$ cat src/rtl/core/hwh_pkg.sv
// Shared types and constants for the hue-wrapping HSV to RGB converter.
`default_nettype none

package hwh_pkg;

  // Field widths
  localparam int unsigned InW   = 24;  // smooth iteration value, signed Q8
  localparam int unsigned CfgW  = 9;   // Q8 saturation / brightness
  localparam int unsigned HueW  = 9;   // hue angle 0..359
  localparam int unsigned ChanW = 8;   // output channel
  localparam int unsigned NumW  = 22;  // (part + m) * 60 in Q16
  localparam int unsigned ZW    = 14;  // floor(255 * num / 2^16)

  // Hue mapping: H = trunc((243 + 20*s) / 256)
  localparam logic [28:0] HueOffset = 29'd243;
  // Bias that lifts the most negative hue above zero; a multiple of 360
  localparam logic [21:0] HueBias   = 22'd655560;
  // ceil(2^30 / 360): exact quotient for every biased hue
  localparam logic [21:0] HueRecip  = 22'd2982617;
  localparam int unsigned HueRecipShift = 30;
  localparam logic [21:0] FullCircle = 22'd360;

  // Q8 one and sector width in degrees
  localparam logic [CfgW-1:0] OneQ8  = 9'd256;
  localparam logic [HueW-1:0] SecDeg = 9'd60;

  // ceil(2^20 / 60): exact quotient for every channel numerator
  localparam logic [14:0] ChanRecip = 15'd17477;

  // Queue between front and back
  localparam int unsigned QDepth = 4;
  localparam int unsigned QPtrW  = 2;
  localparam int unsigned QCntW  = 3;

  // Register indexes of the config port
  typedef enum logic {
    RegSat = 1'b0,
    RegVal = 1'b1
  } hwh_reg_e;

  // Hue sector, named by the hue range it spans
  typedef enum logic [2:0] {
    SecRedYel = 3'd0,
    SecYelGrn = 3'd1,
    SecGrnCyn = 3'd2,
    SecCynBlu = 3'd3,
    SecBluMag = 3'd4,
    SecMagRed = 3'd5
  } hwh_sector_e;

  // Current register values handed to the back end
  typedef struct packed {
    logic [CfgW-1:0] sat;
    logic [CfgW-1:0] val;
  } hwh_cfg_t;

  // Queue status seen by both ends
  typedef struct packed {
    logic full;
    logic empty;
  } hwh_qstat_t;

endpackage

`default_nettype wire

$ cat src/rtl/core/hwh_front.sv
// Front end: accepts beats and reduces the smooth value to a hue 0..359.
`default_nettype none

module hwh_front (
  input  wire logic                           clk_i,
  input  wire logic                           rst_ni,
  input  wire logic                           in_valid_i,
  output logic                                in_stall_o,
  input  wire logic signed [hwh_pkg::InW-1:0] smooth_iter_q8_i,
  input  wire hwh_pkg::hwh_qstat_t            qstat_i,
  output logic                                push_o,
  output logic [hwh_pkg::HueW-1:0]            hue_o
);

  logic              adv;
  logic              f1_valid_q, f2_valid_q, f3_valid_q, f4_valid_q;
  logic [28:0]       num_d, num_q;
  logic [28:0]       s_ext;
  logic [20:0]       u_d, u_q, u2_q;
  logic [21:0]       u_sum;
  logic              rnd;
  logic [42:0]       prod_d, prod_q;
  logic [12:0]       quo;
  logic [21:0]       rem, rem_fix;
  logic [hwh_pkg::HueW-1:0] hue_d, hue_q;

  // Whole pipeline moves unless the last stage is blocked by a full queue
  assign adv        = !(f4_valid_q && qstat_i.full);
  assign in_stall_o = !adv;
  assign push_o     = f4_valid_q && !qstat_i.full;
  assign hue_o      = hue_q;

  // F1: 243 + 20*s
  always_comb begin
    s_ext = {{5{smooth_iter_q8_i[hwh_pkg::InW-1]}}, smooth_iter_q8_i};
    num_d = (s_ext << 4) + (s_ext << 2) + hwh_pkg::HueOffset;
  end

  // F2: divide by 256 toward zero, then bias to a non-negative value
  always_comb begin
    rnd   = num_q[28] && (num_q[7:0] != 8'h00);
    u_sum = {num_q[28], num_q[28:8]} + 22'(rnd) + hwh_pkg::HueBias;
    u_d   = u_sum[20:0];
  end

  // F3: reciprocal multiply for the quotient by 360
  assign prod_d = 43'(u_q) * 43'(hwh_pkg::HueRecip);

  // F4: remainder by 360
  always_comb begin
    quo     = prod_q[42:hwh_pkg::HueRecipShift];
    rem     = {1'b0, u2_q} - 22'(22'(quo) * hwh_pkg::FullCircle);
    rem_fix = (rem >= hwh_pkg::FullCircle) ? rem - hwh_pkg::FullCircle : rem;
    hue_d   = rem_fix[hwh_pkg::HueW-1:0];
  end

  // Stage valids
  always_ff @(posedge clk_i or negedge rst_ni) begin
    if (!rst_ni) begin
      f1_valid_q <= 1'b0;
      f2_valid_q <= 1'b0;
      f3_valid_q <= 1'b0;
      f4_valid_q <= 1'b0;
    end else if (adv) begin
      f1_valid_q <= in_valid_i;
      f2_valid_q <= f1_valid_q;
      f3_valid_q <= f2_valid_q;
      f4_valid_q <= f3_valid_q;
    end
  end

  // Stage payloads
  always_ff @(posedge clk_i) begin
    if (adv) begin
      num_q  <= num_d;
      u_q    <= u_d;
      prod_q <= prod_d;
      u2_q   <= u_q;
      hue_q  <= hue_d;
    end
  end

  // Reduced hue is always a legal angle
  a_hue_range: assert property (@(posedge clk_i) disable iff (!rst_ni)
    f4_valid_q |-> (hue_q < 9'd360))
    else $error("hue out of range");

endmodule

`default_nettype wire

$ cat src/rtl/core/hwh_fifo.sv
// Short hue queue between the front and back ends.
`default_nettype none

module hwh_fifo (
  input  wire logic                      clk_i,
  input  wire logic                      rst_ni,
  input  wire logic                      push_i,
  input  wire logic [hwh_pkg::HueW-1:0]  wdata_i,
  input  wire logic                      pop_i,
  output logic [hwh_pkg::HueW-1:0]       rdata_o,
  output hwh_pkg::hwh_qstat_t            qstat_o
);

  logic [hwh_pkg::HueW-1:0]  mem_q [hwh_pkg::QDepth];
  logic [hwh_pkg::QPtrW-1:0] wr_ptr_q, rd_ptr_q;
  logic [hwh_pkg::QCntW-1:0] cnt_q, cnt_d;

  assign qstat_o.full  = (cnt_q == hwh_pkg::QCntW'(hwh_pkg::QDepth));
  assign qstat_o.empty = (cnt_q == '0);
  assign rdata_o       = mem_q[rd_ptr_q];

  // Occupancy
  always_comb begin
    cnt_d = cnt_q;
    if (push_i && !pop_i) cnt_d = cnt_q + 1'b1;
    if (pop_i && !push_i) cnt_d = cnt_q - 1'b1;
  end

  // Pointers and count
  always_ff @(posedge clk_i or negedge rst_ni) begin
    if (!rst_ni) begin
      wr_ptr_q <= '0;
      rd_ptr_q <= '0;
      cnt_q    <= '0;
    end else begin
      if (push_i) wr_ptr_q <= wr_ptr_q + 1'b1;
      if (pop_i)  rd_ptr_q <= rd_ptr_q + 1'b1;
      cnt_q <= cnt_d;
    end
  end

  // Storage
  always_ff @(posedge clk_i) begin
    if (push_i) mem_q[wr_ptr_q] <= wdata_i;
  end

  a_no_overflow: assert property (@(posedge clk_i) disable iff (!rst_ni)
    push_i |-> !qstat_o.full)
    else $error("push into full queue");

  a_no_underflow: assert property (@(posedge clk_i) disable iff (!rst_ni)
    pop_i |-> !qstat_o.empty)
    else $error("pop from empty queue");

endmodule

`default_nettype wire

$ cat src/rtl/core/hwh_back.sv
// Back end: turns a hue and the current saturation/brightness into RGB.
`default_nettype none

module hwh_back (
  input  wire logic                      clk_i,
  input  wire logic                      rst_ni,
  input  wire hwh_pkg::hwh_qstat_t       qstat_i,
  input  wire logic [hwh_pkg::HueW-1:0]  hue_i,
  output logic                           pop_o,
  input  wire hwh_pkg::hwh_cfg_t         cfg_i,
  output logic                           out_valid_o,
  input  wire logic                      out_stall_i,
  output logic [hwh_pkg::ChanW-1:0]      red_o,
  output logic [hwh_pkg::ChanW-1:0]      green_o,
  output logic [hwh_pkg::ChanW-1:0]      blue_o
);

  logic adv;
  logic b1_valid_q, b2_valid_q, b3_valid_q, b4_valid_q;

  // B1 signals
  hwh_pkg::hwh_sector_e     sector_d, sector_q;
  logic [hwh_pkg::HueW-1:0] hmod, hdist;
  logic [5:0]               tri_d, tri_q;
  logic [hwh_pkg::CfgW-1:0] sat_c, val_c;
  logic [16:0]              c16_d, c16_q, m16_d, m16_q;

  // B2..B4 signals, one lane per channel (red, green, blue)
  logic [hwh_pkg::NumW-1:0] c60, x60, m60;
  logic [hwh_pkg::NumW-1:0] part [3];
  logic [hwh_pkg::NumW-1:0] num_d [3];
  logic [hwh_pkg::NumW-1:0] num_q [3];
  logic [29:0]              y255 [3];
  logic [hwh_pkg::ZW-1:0]   z_d [3];
  logic [hwh_pkg::ZW-1:0]   z_q [3];
  logic [28:0]              zp [3];
  logic [hwh_pkg::ChanW-1:0] ch_d [3];
  logic [hwh_pkg::ChanW-1:0] ch_q [3];

  // Pipeline moves unless a finished result is held by the sink
  assign adv         = !(b4_valid_q && out_stall_i);
  assign pop_o       = adv && !qstat_i.empty;
  assign out_valid_o = b4_valid_q;
  assign red_o       = ch_q[0];
  assign green_o     = ch_q[1];
  assign blue_o      = ch_q[2];

  // B1: sector, triangle weight, chroma and offset
  always_comb begin
    if      (hue_i < 9'd60)  sector_d = hwh_pkg::SecRedYel;
    else if (hue_i < 9'd120) sector_d = hwh_pkg::SecYelGrn;
    else if (hue_i < 9'd180) sector_d = hwh_pkg::SecGrnCyn;
    else if (hue_i < 9'd240) sector_d = hwh_pkg::SecCynBlu;
    else if (hue_i < 9'd300) sector_d = hwh_pkg::SecBluMag;
    else                     sector_d = hwh_pkg::SecMagRed;

    if      (hue_i >= 9'd240) hmod = hue_i - 9'd240;
    else if (hue_i >= 9'd120) hmod = hue_i - 9'd120;
    else                      hmod = hue_i;
    hdist = (hmod >= hwh_pkg::SecDeg) ? hmod - hwh_pkg::SecDeg : hwh_pkg::SecDeg - hmod;
    tri_d = 6'(hwh_pkg::SecDeg - hdist);

    sat_c = (cfg_i.sat > hwh_pkg::OneQ8) ? hwh_pkg::OneQ8 : cfg_i.sat;
    val_c = (cfg_i.val > hwh_pkg::OneQ8) ? hwh_pkg::OneQ8 : cfg_i.val;
    c16_d = 17'(val_c) * 17'(sat_c);
    m16_d = 17'({val_c, 8'h00}) - c16_d;
  end

  // B2: scale to the common denominator and route by sector
  always_comb begin
    c60 = hwh_pkg::NumW'(c16_q) * hwh_pkg::NumW'(hwh_pkg::SecDeg);
    x60 = hwh_pkg::NumW'(c16_q) * hwh_pkg::NumW'(tri_q);
    m60 = hwh_pkg::NumW'(m16_q) * hwh_pkg::NumW'(hwh_pkg::SecDeg);
    part[0] = '0;
    part[1] = '0;
    part[2] = '0;
    case (sector_q)
      hwh_pkg::SecRedYel: begin part[0] = c60; part[1] = x60; end
      hwh_pkg::SecYelGrn: begin part[0] = x60; part[1] = c60; end
      hwh_pkg::SecGrnCyn: begin part[1] = c60; part[2] = x60; end
      hwh_pkg::SecCynBlu: begin part[1] = x60; part[2] = c60; end
      hwh_pkg::SecBluMag: begin part[0] = x60; part[2] = c60; end
      default:            begin part[0] = c60; part[2] = x60; end
    endcase
  end

  // B2..B4 per lane: add offset, times 255 over 2^16, then divide by 60
  for (genvar i = 0; i < 3; i++) begin : g_lane
    assign num_d[i] = part[i] + m60;
    assign y255[i]  = 30'({num_q[i], 8'h00}) - 30'(num_q[i]);
    assign z_d[i]   = y255[i][29:16];
    assign zp[i]    = 29'(z_q[i]) * 29'(hwh_pkg::ChanRecip);
    assign ch_d[i]  = zp[i][27:20];

    always_ff @(posedge clk_i) begin
      if (adv) begin
        num_q[i] <= num_d[i];
        z_q[i]   <= z_d[i];
        ch_q[i]  <= ch_d[i];
      end
    end
  end

  // Stage valids
  always_ff @(posedge clk_i or negedge rst_ni) begin
    if (!rst_ni) begin
      b1_valid_q <= 1'b0;
      b2_valid_q <= 1'b0;
      b3_valid_q <= 1'b0;
      b4_valid_q <= 1'b0;
    end else if (adv) begin
      b1_valid_q <= !qstat_i.empty;
      b2_valid_q <= b1_valid_q;
      b3_valid_q <= b2_valid_q;
      b4_valid_q <= b3_valid_q;
    end
  end

  // B1 payload
  always_ff @(posedge clk_i) begin
    if (adv) begin
      sector_q <= sector_d;
      tri_q    <= tri_d;
      c16_q    <= c16_d;
      m16_q    <= m16_d;
    end
  end

  // Triangle weight never exceeds a full sector
  a_tri_range: assert property (@(posedge clk_i) disable iff (!rst_ni)
    b1_valid_q |-> (tri_q <= 6'd60))
    else $error("triangle weight out of range");

  // Chroma plus offset equals the clamped brightness, so never above one
  a_cm_sum: assert property (@(posedge clk_i) disable iff (!rst_ni)
    b1_valid_q |-> ((18'(c16_q) + 18'(m16_q)) <= 18'd65536))
    else $error("chroma plus offset above one");

endmodule

`default_nettype wire

$ cat src/rtl/core/hue_wrap_hsv_to_rgb.sv
// Top level of the hue-wrapping HSV to RGB converter.
//
//   channel  | handshake               | payload
//   ---------+-------------------------+------------------------------------
//   in       | in_valid_i/in_stall_o   | smooth_iter_q8_i (24b signed Q8)
//   out      | out_valid_o/out_stall_i | red_o, green_o, blue_o (8b each)
//   config   | cfg_we_i                | cfg_addr_i (0 sat, 1 val), cfg_wdata_i
//
// One beat per clock sustained while the output is not stalled. A result passes
// through 4 hue stages, one write into the 4-entry queue and 4 color stages.
// Reset clears all valids and the queue and loads saturation 205, brightness 256.
// An output stall holds the color stages only; the front keeps accepting beats
// until the queue fills.
`default_nettype none

module hue_wrap_hsv_to_rgb (
  input  wire logic                           clk_i,
  input  wire logic                           rst_ni,
  input  wire logic                           in_valid_i,
  output logic                                in_stall_o,
  input  wire logic signed [hwh_pkg::InW-1:0] smooth_iter_q8_i,
  output logic                                out_valid_o,
  input  wire logic                           out_stall_i,
  output logic [hwh_pkg::ChanW-1:0]           red_o,
  output logic [hwh_pkg::ChanW-1:0]           green_o,
  output logic [hwh_pkg::ChanW-1:0]           blue_o,
  input  wire logic                           cfg_we_i,
  input  wire logic                           cfg_addr_i,
  input  wire logic [hwh_pkg::CfgW-1:0]       cfg_wdata_i
);

  hwh_pkg::hwh_cfg_t        cfg_q;
  hwh_pkg::hwh_qstat_t      qstat;
  hwh_pkg::hwh_reg_e        cfg_idx;
  logic                     push, pop;
  logic [hwh_pkg::HueW-1:0] hue_push, hue_head;

  assign cfg_idx = hwh_pkg::hwh_reg_e'(cfg_addr_i);

  // Config registers
  always_ff @(posedge clk_i or negedge rst_ni) begin
    if (!rst_ni) begin
      cfg_q.sat <= 9'd205;
      cfg_q.val <= 9'd256;
    end else if (cfg_we_i) begin
      case (cfg_idx)
        hwh_pkg::RegSat: cfg_q.sat <= cfg_wdata_i;
        hwh_pkg::RegVal: cfg_q.val <= cfg_wdata_i;
        default: ;
      endcase
    end
  end

  hwh_front u_front (
    .clk_i            (clk_i),
    .rst_ni           (rst_ni),
    .in_valid_i       (in_valid_i),
    .in_stall_o       (in_stall_o),
    .smooth_iter_q8_i (smooth_iter_q8_i),
    .qstat_i          (qstat),
    .push_o           (push),
    .hue_o            (hue_push)
  );

  hwh_fifo u_fifo (
    .clk_i   (clk_i),
    .rst_ni  (rst_ni),
    .push_i  (push),
    .wdata_i (hue_push),
    .pop_i   (pop),
    .rdata_o (hue_head),
    .qstat_o (qstat)
  );

  hwh_back u_back (
    .clk_i       (clk_i),
    .rst_ni      (rst_ni),
    .qstat_i     (qstat),
    .hue_i       (hue_head),
    .pop_o       (pop),
    .cfg_i       (cfg_q),
    .out_valid_o (out_valid_o),
    .out_stall_i (out_stall_i),
    .red_o       (red_o),
    .green_o     (green_o),
    .blue_o      (blue_o)
  );

endmodule

`default_nettype wire

$ cat config.mk
export PLATFORM = sky130hd
export DESIGN_NAME = hue_wrap_hsv_to_rgb
export DESIGN_NICKNAME = d
export VERILOG_FILES = /design/src/rtl/core/hwh_pkg.sv /design/src/rtl/core/hwh_front.sv /design/src/rtl/core/hwh_fifo.sv /design/src/rtl/core/hwh_back.sv /design/src/rtl/core/hue_wrap_hsv_to_rgb.sv
export SDC_FILE = /design/constraint.sdc
export NUM_CORES = 2
export LEC_CHECK = 0
export BUFFER_PORTS_ARGS = -buffer_cell sky130_fd_sc_hd__buf_2
export CORE_MARGIN = 2
export CORE_UTILIZATION = 60
export DETAILED_ROUTE_END_ITERATION = 8
export PLACE_DENSITY = 0.77
export REMOVE_ABC_BUFFERS = 1
export SYNTH_ARGS = -nofsm -noshare
export SYNTH_HDL_FRONTEND = slang
export SYNTH_SLANG_ARGS = --single-unit
$ cat constraint.sdc
create_clock -name clk_i -period 6.22 [get_ports clk_i]
set_input_delay 1.244 -clock clk_i [delete_from_list [all_inputs] [get_ports clk_i]]
set_output_delay 1.244 -clock clk_i [all_outputs]
set_load 0.01 [all_outputs]
======== Word level (Yosys, flattened, before mapping) ========
Memory sizes are Yosys's and may differ from the RTL's.
Index checks and enable logic that the tools add are counted.
Widths: inputs -> output; s select.
storage, ports and cells
  flip-flop bits (word level) ............. 199
  bits in writable memories ............... 168
  bits of input ports ..................... 39
  output and inout bits ................... 26
  word-level logic and storage cells ...... 120
  memories kept ........................... 4
cells by class
  add/subtract/negate cells ............... 22
  $mul .................................... 9
  $lt $le $gt $ge ......................... 11
  eq/ne operators ......................... 5
  multiplexer cells ....................... 18
  bitwise gates (word level) .............. 1
  reduce and logical (&&, ||, !) cells .... 26
memories
  name          words  bits a word  read ports  clocked after memory_dff  write ports  RTL line        text
  u_back.num_q  3      22           3           0                         3            hwh_back.sv:32  logic [hwh_pkg::NumW-1:0] num_q [3];
  u_back.z_q    3      14           3           0                         3            hwh_back.sv:35  logic [hwh_pkg::ZW-1:0] z_q [3];
  u_fifo.mem_q  4      9            1           0                         1            hwh_fifo.sv:14  logic [hwh_pkg::HueW-1:0] mem_q [hwh_pkg::QDepth];
  u_back.ch_q   3      8            3           0                         3            hwh_back.sv:38  logic [hwh_pkg::ChanW-1:0] ch_q [3];
operators by type and width
  kind                    count
  $pmux 22 s2             3
  $sub 30x22->30          3
  $mul 14x15->28 const B  3
  $add 22x22->22          3
  $mux 9                  5
  $mul 21x22->43 const B  1
  $mul 17x4->20 const B   2
  $add 28x26->29          1
  $add 29x8->29 const B   1
  $ge 22x9->1 const B     1
  $mul 17x6->22           1
  $sub 21x22->22          1
  $add 21x2->21           1
  $add 21x20->21 const B  1
  $mul 13x6->19 const B   1
  $gt 9x9->1 const B      2
  $lt 9x8->1 const B      2
  $mul 9x9->17            1
  $sub 17x17->17          1
  $reduce_or 2->1         7
  $sub 6x6->6 const A     2
  $ge 9x6->1 const B      1
  $ge 9x7->1 const B      1
  $ge 9x8->1 const B      1
  25 further kinds        46

======== Longest topological paths before layout ========
  depth after elaboration ................. 7
  depth in mapped cells ................... 28
  depth with buffers taken out ............ 27

======== Modules after synthesis ========
From an unflattened synthesis, not the netlist that was laid out.
unflattened totals
  cell total of the unflattened synthesis .. 4082
  area, all modules ....................... 41406.0 um^2
modules (own cells, without submodules)
  module               instances  cells an instance  area each (um^2)  seq. area each (um^2)
  hwh_back             1          2729               26183.9           5325.1
  hwh_front            1          1231               12831.1           2652.5
  hwh_fifo             1          83                 1699.1            1256.2
  hue_wrap_hsv_to_rgb  1          39                 691.9             457.9

======== Worst setup path before layout ========
No wires, ideal clock.
  kind .................................... input to register
  start point ............................. input out_stall_i
  end point ............................... register u_fifo.cnt_q[2] in the netlist's numbering
  setup time .............................. 0.079 ns
  data arrival time ....................... 6.546 ns
  required time ........................... 6.141 ns
  path slack .............................. -0.405 ns
  stages on the path ...................... 8
  path buffers ............................ 0
  cells stage by stage .................... nand2_1 o31a_1 ha_1 inv_1 fa_1 xor2_1 nor2_1 xor2_1
between the ends
  longest elaborated chain between the ends .. 6
  elaborated cells on any way between the ends .. 8
  classes of those cells .................. 1 x mux; 7 x reduce/logical
RTL lines
  element                             RTL line                   text
  start, declared                     hue_wrap_hsv_to_rgb.sv:23  input wire logic out_stall_i,
  $logic_and 1x1->1 (*)               hwh_back.sv:41             assign adv = !(b4_valid_q && out_stall_i);
  $logic_not 1->1 (*)                 hwh_back.sv:41
  $logic_and 1x1->1 (*)               hwh_back.sv:42             assign pop_o = adv && !qstat_i.empty;
  named net pop                       hue_wrap_hsv_to_rgb.sv:35  logic push, pop;
  $logic_not 1->1                     hwh_fifo.sv:25             if (push_i && !pop_i) cnt_d = cnt_q + 1'b1;
  $logic_and 1x1->1                   hwh_fifo.sv:25
  $reduce_bool 2->1 (no source line)  --
  end signal, assigned                hwh_fifo.sv:38             cnt_q <= cnt_d;
  end, declared                       hwh_fifo.sv:16             logic [hwh_pkg::QCntW-1:0] cnt_q, cnt_d;
The timed path passes the listed nets; every way through them passes the cells marked *.
A chain may end at the register's enable or synchronous reset.

==> summary.md <==
| Metric | Value |
|---|---|
| Status | `finished, final reports clean` |
| Achievable Freq | `162 MHz` |
| Multi-input gate area | `0.0296 sq mm` |
| Area share of the largest cell type after synthesis | `0.231` |
| Min Tclk post-route | `6160 ps` |
| Area Growth Syn to Fin | `12.3%` |
| GRT Util Overall | `0.256` |
| Die width | `266 um` |
| Finished Cell Area | `0.0462 sq mm` |
| TritonCTS clock tree | `done` |
| Slew HR | `0.276` |
| Ys async rst share | `0.101` |
| Multiplexer share of the synthesized area | `0.0148` |
| Initial antenna violation count | `2` |
| Setup slack after placement | `-155 ps` |
| Nets | `5481` |
| Post-synthesis simple-gate area fraction | `0.104` |
| Initial core utilization | `0.603` |
| Ranking of synthesized cells by area | `ha_1 23%, edfxtp_1 22%, fa_1 18%` |
| Final period util | `0.991` |
| Routability Congestion | `0.967` |
| Reg clk slew, reported paths | `60 ps` |
| Final Hold Vio Count | `0` |
| HP Class | `flip-flop to flip-flop` |
| TritonCTS Buffers | `40` |
| Vias | `29574` |
| Synth Area in Adders | `0.416` |
| Synth Area in XOR/XNOR | `0.0571` |
| Via density per instance | `5.67` |
| Layout cells sized above 1 | `0.129` |
| H-tree levels | `2` |
| Rows | `96` |
| Core Area | `0.0682 sq mm` |
| Seq/Total Area, Yosys | `0.236` |
| Dpl cell area | `0.0437 sq mm` |
| Wire length of the first global-routing pass | `147 mm` |
| Setup ws final | `56.1 ps` |
| Crit start category | `flip-flop` |
| Crit Path Class | `flip-flop to flip-flop` |
| Slowest stage delay, CP | `570 ps` |
| Synth Area in Compound Gates | `0.106` |
| CP max stage cell | `fa_1` |
| Routed Antenna Nets | `0` |
| Max Cap Viol | `0` |
| Gr ovfl total | `0` |
| Critical Path RT | `6530 ps` |
| Clk buf depth | `3` |
| CP max FO | `4` |
| Later-pin clock latency in the skew report | `610 ps` |
| Largest net degree at the start of global routing | `137` |
| Yosys reg bits | `328` |
| Most used cell, CP | `buf_4` |
| Area of the die | `0.0707 sq mm` |
| Final Slew Violations | `0` |
| Cells after Synth | `4035` |
| Chip height | `266 um` |
| Mapped Area | `0.0411 sq mm` |
| # clock sinks | `328` |
| Syn Area/Cell | `10.2 sq um` |
| Synth warn | `0` |
| Reg area | `0.00969 sq mm` |
| Synth unique cells | `87` |
| Top-Level Pins | `65` |
| Fin cells | `5217` |
| Number of synthesized flops with an enable pin | `295` |
| I/O Buffers | `64` |
| Post-synth top cells | `761 x ha_1, 667 x inv_1, 380 x fa_1, 295 x edfxtp_1, 240 x nand2_1` |
| Placed cell count | `5108` |
| CTS Root Cell | `clkbuf_16` |
| Main synth FF type | `edfxtp_1` |
| Final wirelength | `89.7 mm` |
| Crit. End Element | `flip-flop` |
| Worst Path Arrival | `6470 ps` |
| DRC viols | `0` |
| TritonRoute pass-1 iters | `6` |
| Count of final setup violators | `0` |
| Least-Margin Pin Slew | `1090 ps` |
| Placed wire-length estimate | `73.4 mm` |
| DR WL/cell | `17.2 um` |
| Largest family of logic cells by synthesized area | `adder cells` |
| Number of fillers in the final layout | `5052` |
| Initial DRC count | `1626` |
| Count leader, synth | `ha_1` |
| Synth area leader | `ha_1` |
| Worst Skew | `51.5 ps` |
| Vias in the first global route | `30199` |
-- layout make-up --
type,instances,area share
Timing Repair Buffer,267,0.0407
Clock buffer,48,0.0234
Clock inverter,26,0.00721
Antenna cell,2,0.000108
Inverter,669,0.0544
Multi-Input combinational cell,2995,0.640
Sequential cell,328,0.210
Tap cell,882,0.0239
-- timing repair --
item | CTS | global route
gates resized for setup | 10 | 188
hold buffers | 0 | 0
pin swaps | 0 | 117
endpoints found under the setup margin | 16 | 35
setup buffers | 3 | 31
-- flip-flops by register name, indices dropped and copies added (netlist names), 2 cells and up --
signal / flops
u_front.prod_q: 16
u_back.m16_q: 17
u_back.z_q: 42
u_back.c16_q: 16
u_back.ch_q: 24
u_back.tri_q: 6
u_fifo.wr_ptr_q: 2
u_fifo.cnt_q: 3
u_fifo.mem_q: 36
u_front.u_q: 21
u_front.hue_o: 9
u_back.sector_q: 3
u_back.num_q: 66
u_front.num_q: 21
u_fifo.rd_ptr_q: 2
u_front.u2_q: 18
cfg_q: 18
-- cells in the final DEF, fill, tap and decap left out, types with 23 or more instances in the layout --
cell,instances
buf_2,64
nand3_1,42
nor2_1,210
nor3_1,58
nor2b_1,42
xor2_1,59
o21ai_0,106
buf_4,193
a31oi_1,23
a21o_1,81
a21oi_1,163
fa_1,372
mux2_2,25
ha_1,723
or3_1,27
dfrtp_1,26
edfxtp_1,295
nand2b_1,42
nand2_1,236
o21a_1,44
clkbuf_16,41
a21oi_2,30
inv_1,658
and2_1,90
xnor2_1,196
a211oi_1,24
-- kinds of logic after synthesis --
logic type	Yosys count
AO/OA/AOI/OAI	670
XOR/XNOR	265
adder cells (fa/ha/maj)	1141
buffers and inverters	712
flip-flops	328
multiplexers	46
AND/OR/NAND/NOR	873
-- per-stage QoR --
stage / hold slack, ps / TNS (ps) / utilization
after CTS: 418 / 0 / 0.662
final: 419 / 0 / 0.677
after global placement: 406 / -108 / 0.640
after global routing: 439 / -1310 / 0.677
after detailed placement: 405 / -1050 / 0.640
after floorplan: 400 / -629 / -
-- final timing paths --
kind,start,endpoint,slack [ps],depth (start not counted)
max,u_back.tri_q[2],u_back.num_q[0][21],60,29
max in group asynchronous,rst_ni,cfg_q[17],5010,1
min,u_front.prod_q[2],u_front.hue_o[2],420,0
max reg2reg,u_back.tri_q[2],u_back.num_q[0][21],60,29
min reg2reg,u_front.prod_q[2],u_front.hue_o[2],420,0
min in group asynchronous,rst_ni,u_front.f1_valid_q,700,1
-- layer usage --
layer / global-route usage / part of all wire / vias to the layer above
met1: 0.330 / 0.42 / 14331
met5: 0 / 0 / -
met3: 0.0245 / 0.042 / 183
met4: 0.0914 / 0.037 / 0
li1: - / - / 14348
met2: 0.451 / 0.50 / 712
-- worst max-delay path: cells and delay by family (launching register included) --
| kind | cells | cell delay, ps |
|---|---|---|
| buffers and inverters | 6 | 670 |
| adder cells (fa/ha/maj) | 5 | 1950 |
| flip-flops | 1 | 450 |
| AO/OA/AOI/OAI | 10 | 1930 |
| XOR/XNOR | 2 | 330 |
| AND/OR/NAND/NOR | 6 | 550 |
Power is not shown: default switching activity piles up to over one toggle a cycle in this logic, so the estimate is an artifact.
